$ cat config.mk
export PLATFORM = sky130hd
export DESIGN_NAME = mglt_ctrl
export DESIGN_NICKNAME = d
export VERILOG_FILES = /design/src/sv/mglt_pkg.sv /design/src/sv/mglt_ctrl.sv
export SDC_FILE = /design/constraint.sdc
export NUM_CORES = 1
export LEC_CHECK = 0
export ABC_AREA = 1
export BUFFER_PORTS_ARGS = -buffer_cell sky130_fd_sc_hd__buf_4
export CAP_MARGIN = 20
export CORE_AREA = 10 10 47 49
export CTS_BUF_LIST = sky130_fd_sc_hd__clkbuf_4
export DETAILED_ROUTE_END_ITERATION = 8
export DIE_AREA = 0 0 57 59
export GPL_ROUTABILITY_DRIVEN = 0
export HOLD_SLACK_MARGIN = 0.15
export MAX_ROUTING_LAYER = met4
export SLEW_MARGIN = 25
export SYNTH_ARGS = -nofsm -noshare
export SYNTH_HDL_FRONTEND = slang
export SYNTH_SLANG_ARGS = --single-unit
$ cat constraint.sdc
create_clock -name clk -period 1 [get_ports clk]
set_input_delay 0 -clock clk [delete_from_list [all_inputs] [get_ports clk]]
set_output_delay 0 -clock clk [all_outputs]
set_load 0.02 [all_outputs]
$ cat src/sv/mglt_pkg.sv
// ----------------------------------------------------------------------------
// mglt_pkg
// Types and constants shared by the multigranularity lock table modules.
// ----------------------------------------------------------------------------
package mglt_pkg;

  localparam logic [2:0] MODE_S   = 3'd0;
  localparam logic [2:0] MODE_X   = 3'd1;
  localparam logic [2:0] MODE_IS  = 3'd2;
  localparam logic [2:0] MODE_IX  = 3'd3;
  localparam logic [2:0] MODE_SIX = 3'd4;

  localparam logic [2:0] ST_OK       = 3'd0;
  localparam logic [2:0] ST_SHRINK   = 3'd1;
  localparam logic [2:0] ST_UPGRADE  = 3'd2;
  localparam logic [2:0] ST_CONFLICT = 3'd3;
  localparam logic [2:0] ST_NOT_HELD = 3'd4;
  localparam logic [2:0] ST_FULL     = 3'd5;

  localparam logic [1:0] PH_DEFAULT   = 2'd0;
  localparam logic [1:0] PH_GROWING   = 2'd1;
  localparam logic [1:0] PH_SHRINKING = 2'd2;

  localparam logic OP_LOCK   = 1'b0;
  localparam logic OP_UNLOCK = 1'b1;

  localparam int unsigned KEY_W = 59;

  typedef struct packed {
    logic        op;
    logic [15:0] txn_id;
    logic [1:0]  txn_phase;
    logic        is_record;
    logic [9:0]  table_id;
    logic [31:0] record_page;
    logic [15:0] record_slot;
    logic [2:0]  mode;
  } in_item_t;

  typedef struct packed {
    logic [2:0] status;
    logic [1:0] new_phase;
    logic [2:0] held_mode;
  } out_item_t;

  // Controller to datapath.
  typedef struct packed {
    logic load;     // capture request and clear scan flags
    logic scan;     // examine one entry at the scan index
    logic commit;   // apply the decision and build the result
  } mglt_cmd_t;

  // Datapath to controller.
  typedef struct packed {
    logic scan_last;
  } mglt_sts_t;

  function automatic logic [2:0] combine(input logic [2:0] held, input logic [2:0] req);
    logic [2:0] r;
    begin
      r = MODE_X;
      unique case (held)
        MODE_S: begin
          unique case (req)
            MODE_S, MODE_IS: r = MODE_S;
            MODE_IX, MODE_SIX: r = MODE_SIX;
            default: r = MODE_X;
          endcase
        end
        MODE_IS: begin
          r = req;
        end
        MODE_IX: begin
          unique case (req)
            MODE_IS, MODE_IX: r = MODE_IX;
            MODE_S, MODE_SIX: r = MODE_SIX;
            default: r = MODE_X;
          endcase
        end
        MODE_SIX: begin
          r = (req == MODE_X) ? MODE_X : MODE_SIX;
        end
        default: r = MODE_X;
      endcase
      return r;
    end
  endfunction

  function automatic logic [4:0] compat_row(input logic [2:0] m);
    logic [4:0] r;
    begin
      unique case (m)
        MODE_S:   r = 5'h05;
        MODE_IS:  r = 5'h1D;
        MODE_IX:  r = 5'h0C;
        MODE_SIX: r = 5'h04;
        default:  r = 5'h00;
      endcase
      return r;
    end
  endfunction

  function automatic logic compatible(input logic [2:0] a, input logic [2:0] b);
    logic [4:0] ra;
    logic [4:0] rb;
    begin
      ra = compat_row(a);
      rb = compat_row(b);
      if (a > MODE_SIX || b > MODE_SIX) return 1'b0;
      return ra[b] & rb[a];
    end
  endfunction

endpackage

$ cat src/sv/mglt_ctrl.sv
// ----------------------------------------------------------------------------
// mglt_ctrl
// Sequencer for one transaction: capture, entry scan, commit and hand-off.
// ----------------------------------------------------------------------------
module mglt_ctrl import mglt_pkg::*; (
  input  logic      clk,
  input  logic      rst_n,
  input  logic      in_valid,
  output logic      in_ready,
  output logic      out_valid,
  input  logic      out_ready,
  output mglt_cmd_t cmd,
  input  mglt_sts_t sts
);

  typedef enum logic [4:0] {
    S_IDLE   = 5'b00001,
    S_SCAN   = 5'b00010,
    S_DRAIN  = 5'b00100,
    S_COMMIT = 5'b01000,
    S_SPARE  = 5'b10000
  } state_t;

  state_t state_r, state_nxt;
  logic   out_valid_r, out_valid_nxt;

  assign in_ready  = (state_r == S_IDLE) && (!out_valid_r || out_ready);
  assign out_valid = out_valid_r;

  always_comb begin
    state_nxt     = state_r;
    out_valid_nxt = out_valid_r && !out_ready;
    cmd           = '0;
    unique case (state_r)
      S_IDLE: begin
        if (in_valid && in_ready) begin
          cmd.load  = 1'b1;
          state_nxt = S_SCAN;
        end
      end
      S_SCAN: begin
        cmd.scan = 1'b1;
        if (sts.scan_last) state_nxt = S_DRAIN;
      end
      S_DRAIN: begin
        state_nxt = S_COMMIT;
      end
      S_COMMIT: begin
        cmd.commit    = 1'b1;
        out_valid_nxt = 1'b1;
        state_nxt     = S_IDLE;
      end
      default: begin
        state_nxt = S_IDLE;
      end
    endcase
  end

  always_ff @(posedge clk) begin
    if (!rst_n) begin
      state_r     <= S_IDLE;
      out_valid_r <= 1'b0;
    end else begin
      state_r     <= state_nxt;
      out_valid_r <= out_valid_nxt;
    end
  end

endmodule

Yosys cells after proc, flatten, opt, wreduce, memory -nomap -nowiden
Cells that the tools add are included.
{"block": "classes", "eq_ne": 6, "mux": 8, "n_reduce_logical": 7}
{"cell": "5-bit case mux with 3 select lines", "count": 1}
{"cell": "5-bit two-way mux", "count": 2}
{"cell": "5-bit by 1-bit == test with 1-bit output (second input constant)", "count": 1}
{"cell": "5-bit by 2-bit == test with 1-bit output (second input constant)", "count": 1}
{"cell": "5-bit by 3-bit == test with 1-bit output (second input constant)", "count": 1}
{"cell": "5-bit by 4-bit == test with 1-bit output (second input constant)", "count": 1}
{"cell": "1-bit two-way mux", "count": 5}
{"cell": "1-bit logical AND", "count": 3}
{"cell": "1-bit logical NOT", "count": 2}
{"cell": "2-bit by 1-bit inequality test with 1-bit output (second input constant)", "count": 1}
{"cell": "2-bit inequality test (second input constant)", "count": 1}
{"cell": "2-bit AND reduction", "count": 1}
{"cell": "1-bit logical OR", "count": 1}
{"block": "word_totals", "regBits": 6, "word_cells": 23}

Logic depth before layout (Yosys ltp)
{"block": "depth", "ltp_word": 6, "mapped_depth": 5, "depth_no_buf": 5}

Worst setup path before layout
OpenSTA, ideal clock, no wires.
{"block": "synth_timing", "kind": "reg-to-reg", "startpoint": "reg out_valid_r (netlist: out_valid)", "endpoint": "reg state_r[0]", "setup_ns": 0.125, "arrival_ns": 0.730, "setup_slack_ns": 0.145, "stages_incl_launch_ff": 5, "n_path_buf": 0, "path_cell_list": "dfxtp_1 -> nand2_1 -> inv_1 -> o21ai_0 -> nand3_1"}
{"block": "synth_via", "elab_chain_cells": 6}
{"element": "from (decl)", "line": "mglt_ctrl.sv:25", "source": "logic out_valid_r, out_valid_nxt;"}
{"element": "from (signal assigned)", "line": "mglt_ctrl.sv:65", "source": "out_valid_r <= out_valid_nxt;"}
{"element": "1-bit logical NOT", "line": "mglt_ctrl.sv:27", "source": "assign in_ready = (state_r == S_IDLE) && (!out_valid_r || out_ready);"}
{"element": "1-bit logical OR", "line": "mglt_ctrl.sv:27"}
{"element": "1-bit logical AND", "line": "mglt_ctrl.sv:27"}
{"element": "1-bit logical AND", "line": "mglt_ctrl.sv:36", "source": "if (in_valid && in_ready) begin"}
{"element": "2-bit by 1-bit inequality test with 1-bit output (no source line)"}
{"element": "2-bit AND reduction (no source line)"}
{"element": "to (signal assigned)", "line": "mglt_ctrl.sv:64", "source": "state_r <= state_nxt;"}
{"element": "to (decl)", "line": "mglt_ctrl.sv:24", "source": "state_t state_r, state_nxt;"}
No other way between the ends.
A chain may end at the register's enable or synchronous reset.

Worst setup path in the final report
{"block": "layout_timing", "startpoint": "reg state_r[2]", "endpoint": "out in_ready"}
{"block": "layout_via", "elab_chain_cells": 2}
{"element": "5-bit by 1-bit == test with 1-bit output", "line": "mglt_ctrl.sv:27"}
{"element": "1-bit logical AND", "line": "mglt_ctrl.sv:27"}
{"element": "to (decl)", "line": "mglt_ctrl.sv:9", "source": "output logic in_ready,"}
No other way between the ends.

==> key figures <==
Clocking
  • Maximum clock path buffer count: 2
  • TritonCTS clock tree: yes
  • Root Buffer Master: clkbuf_4
  • Worst-Skew Late Latency: 240 ps
  • Clock net sink count: 5
  • Max H-tree Level: 1
  • Clock edge transition at the registers on the reported setup and hold paths: 50 ps
  • Hold bufs inserted after CTS: 3
  • Inserted Clock Buffers: 3

Floorplan
  • Area enclosed by the die boundary: 3360 µm²
  • Floorplan core area: 1400 µm²
  • Initial Utilization: 18.8%
  • Die H: 59 µm
  • Cell Rows: 14
  • Horizontal die dimension: 57 µm
  • I/O pin cnt: 10

Drt
  • Wire per inst: 10.3 µm
  • Residual DRC: 0
  • Total number of vias: 310
  • Via density per instance: 4.13
  • Starting DRC count in detailed routing: 4
  • Number of antenna-violating nets in the routed design: 0
  • Number of iterations in the first detailed-routing pass: 4
  • Total routed wirelength: 776 µm

Cells and area
  • Count of placed standard cells in the final layout, fillers left out: 75
  • Finished layout cell area: 487 µm²
  • Diode insertion count for antenna repair: 0
  • Fraction of layout cells with a size suffix above 1: 54.2%
  • Total Nets Final: 65
  • Area growth from synthesis to final layout: 84.4%

Worst setup path
  • Largest fanout of any net on the critical path: 4
  • WP data arrival: 1070 ps
  • Setup Crit Path Kind: reg2out
  • Register-to-register setup slack: -50 ps
  • Startpoint kind of the worst setup timing path: flop
  • Critical Path End Type: output port
  • Req. time, crit path: 1000 ps

STA
  • Final WS setup: -66.1 ps
  • Number of max-slew violations in the final report: 0
  • Final worst path period share: 107%
  • Measured slew at the worst slew-check pin: 193 ps
  • Final Hold Viols: 0
  • Final Setup Violations: 6
  • Relative slew slack: 87.1%
  • Setup repair after global routing missed its margin: yes
  • Upper clock frequency limit: 0.938 GHz
  • Clock period minus final worst setup slack: 1070 ps
  • Max Clock Skew: 0.562 ps

Pwr
  • Power per unit of standard cell area: 1330 nW/µm²
  • Leakage dissipation: 0.259 nW
  • Maximum vdd ir drop: 377 µV
  • Power Total: 0.647 mW

Global route
  • Antenna violations before repair: 0
  • Wire length of the first global-routing pass: 1240 µm
  • Overflow left after global routing: 0
  • GRT Resource Usage Total: 5.07%
  • Vias in the first global route: 297
  • Pin count of the biggest net entering global routing: 7

Flow run
  • Number of max-cap violations: 0

Synthesis
  • Mapped Area: 264 µm²
  • Cells taking the most area after synthesis: dfxtp_1 (38%), inv_1 (16%), nor2_1 (8.5%)
  • Nets in the synthesized netlist: 44
  • Area share of the leading cell type in the synthesized netlist: 37.9%
  • Synthesized instance count: 39
  • Post-Synthesis Mean Instance Area: 6.77 µm²
  • Distinct cells, synth: 13
  • Cell type with the highest aggregate area in the netlist: dfxtp_1
  • Count of state elements after synthesis: 5
  • Synth warnings: 0
  • Share of synthesized area occupied by flip-flops and latches: 37.9%

Status
  • Result of the run: complete, but fails checks
  • Failing checks: negative setup slack

Placement
  • Cell area after placement: 352 µm²
  • Port bufs: 9
  • Cells after DPL: 64
  • Half-perimeter wire length of the detailed placement result: 508 µm
  • Worst slack at placement: 107 ps

Worst hold path
  • Class of the worst hold path: in2reg
## cells in the final DEF, fill, tap and decap left out, drive strengths merged
cell type    Yosys  final
a21oi            2      2
buf              0     13
clkbuf           0      4
dfxtp            5      5
dlygate4sd3      0      3
inv             12     12
nand2            4      4
nand3            4      4
nand4            3      3
nor2             8      8
o21ai            1      1
## flip-flops by register name, summed over array words and instances (netlist names)
name       count
out_valid      1
state_r        4
## cells by family after synthesis
| family | count (synthesis) | synth area share (%) |
|---|---|---|
| AND/OR/NAND/NOR | 19 | 37.9 |
| buffers and inverters | 12 | 17.1 |
| flip-flops | 5 | 37.9 |
| AO/OA/AOI/OAI | 3 | 7.11 |
## report_power, final
group,leakage (nW),switching [mW],total (mW),internal (mW)
registers,0.0419,0.0161,0.227,0.211
logic,0.199,0.0778,0.157,0.0791
clock network,0.0184,0.0843,0.262,0.178
## routing by layer
layer / vias to the layer above / wire (µm) / global-route usage, %
li1: 159 / - / -
met1: 142 / 289 / 3.94
met2: 9 / 405 / 7.75
met3: 0 / 81 / 4.08
met4: 0 / 0 / 4.03
met5: - / 0 / -
## path summary, 6_finish.rpt
path / start / cells after the start / end
setup reg to reg: state_r[2] / 7 / state_r[0]
hold / removal: out_ready / 4 / out_valid
hold reg to reg: state_r[3] / 2 / out_valid
setup / recovery: state_r[2] / 4 / in_ready
## final cells by class
cell class | count | area [µm²]
clock buffer | 4 | 30.0
fill | 159 | 915
inverter | 12 | 45.0
multi-input combinational | 22 | 148
sequential | 5 | 105
tap | 16 | 20.0
timing repair buffer | 16 | 139
## cells in the mapped netlist
cell type	instances
nand3_1	4
o21ai_0	1
nor2_2	1
nor2_4	1
inv_1	11
nand4_1	2
nand2_1	4
a21oi_2	1
inv_2	1
a21oi_1	1
nor2_1	6
dfxtp_1	5
nand4_2	1
## worst max-delay path, stage by stage (launching register included)
cell and delay, ps:
dfxtp_2 330, nor2_4 190, nand2_2 80, nor2_1 80, buf_4 140
## metrics by stage
stage	util, %	hold slack (ps)	TNS [ps]
final	34.7	145	-272
after global routing	34.7	146	-729
after floorplan	-	84.7	0
after detailed placement	25.1	214	0
after CTS	32.7	107	-232
after global placement	25.1	210	0
## repair_timing
| item | in CTS | in global routing |
|---|---|---|
| hold endpoints to repair | 5 | 1 |
| gates resized for setup | 7 | 8 |
| pin swaps | 3 | 4 |
| setup endpoints to repair | 4 | 6 |
| buffers inserted | 4 | 0 |
Note: power is estimated with default switching activity, not from simulation.
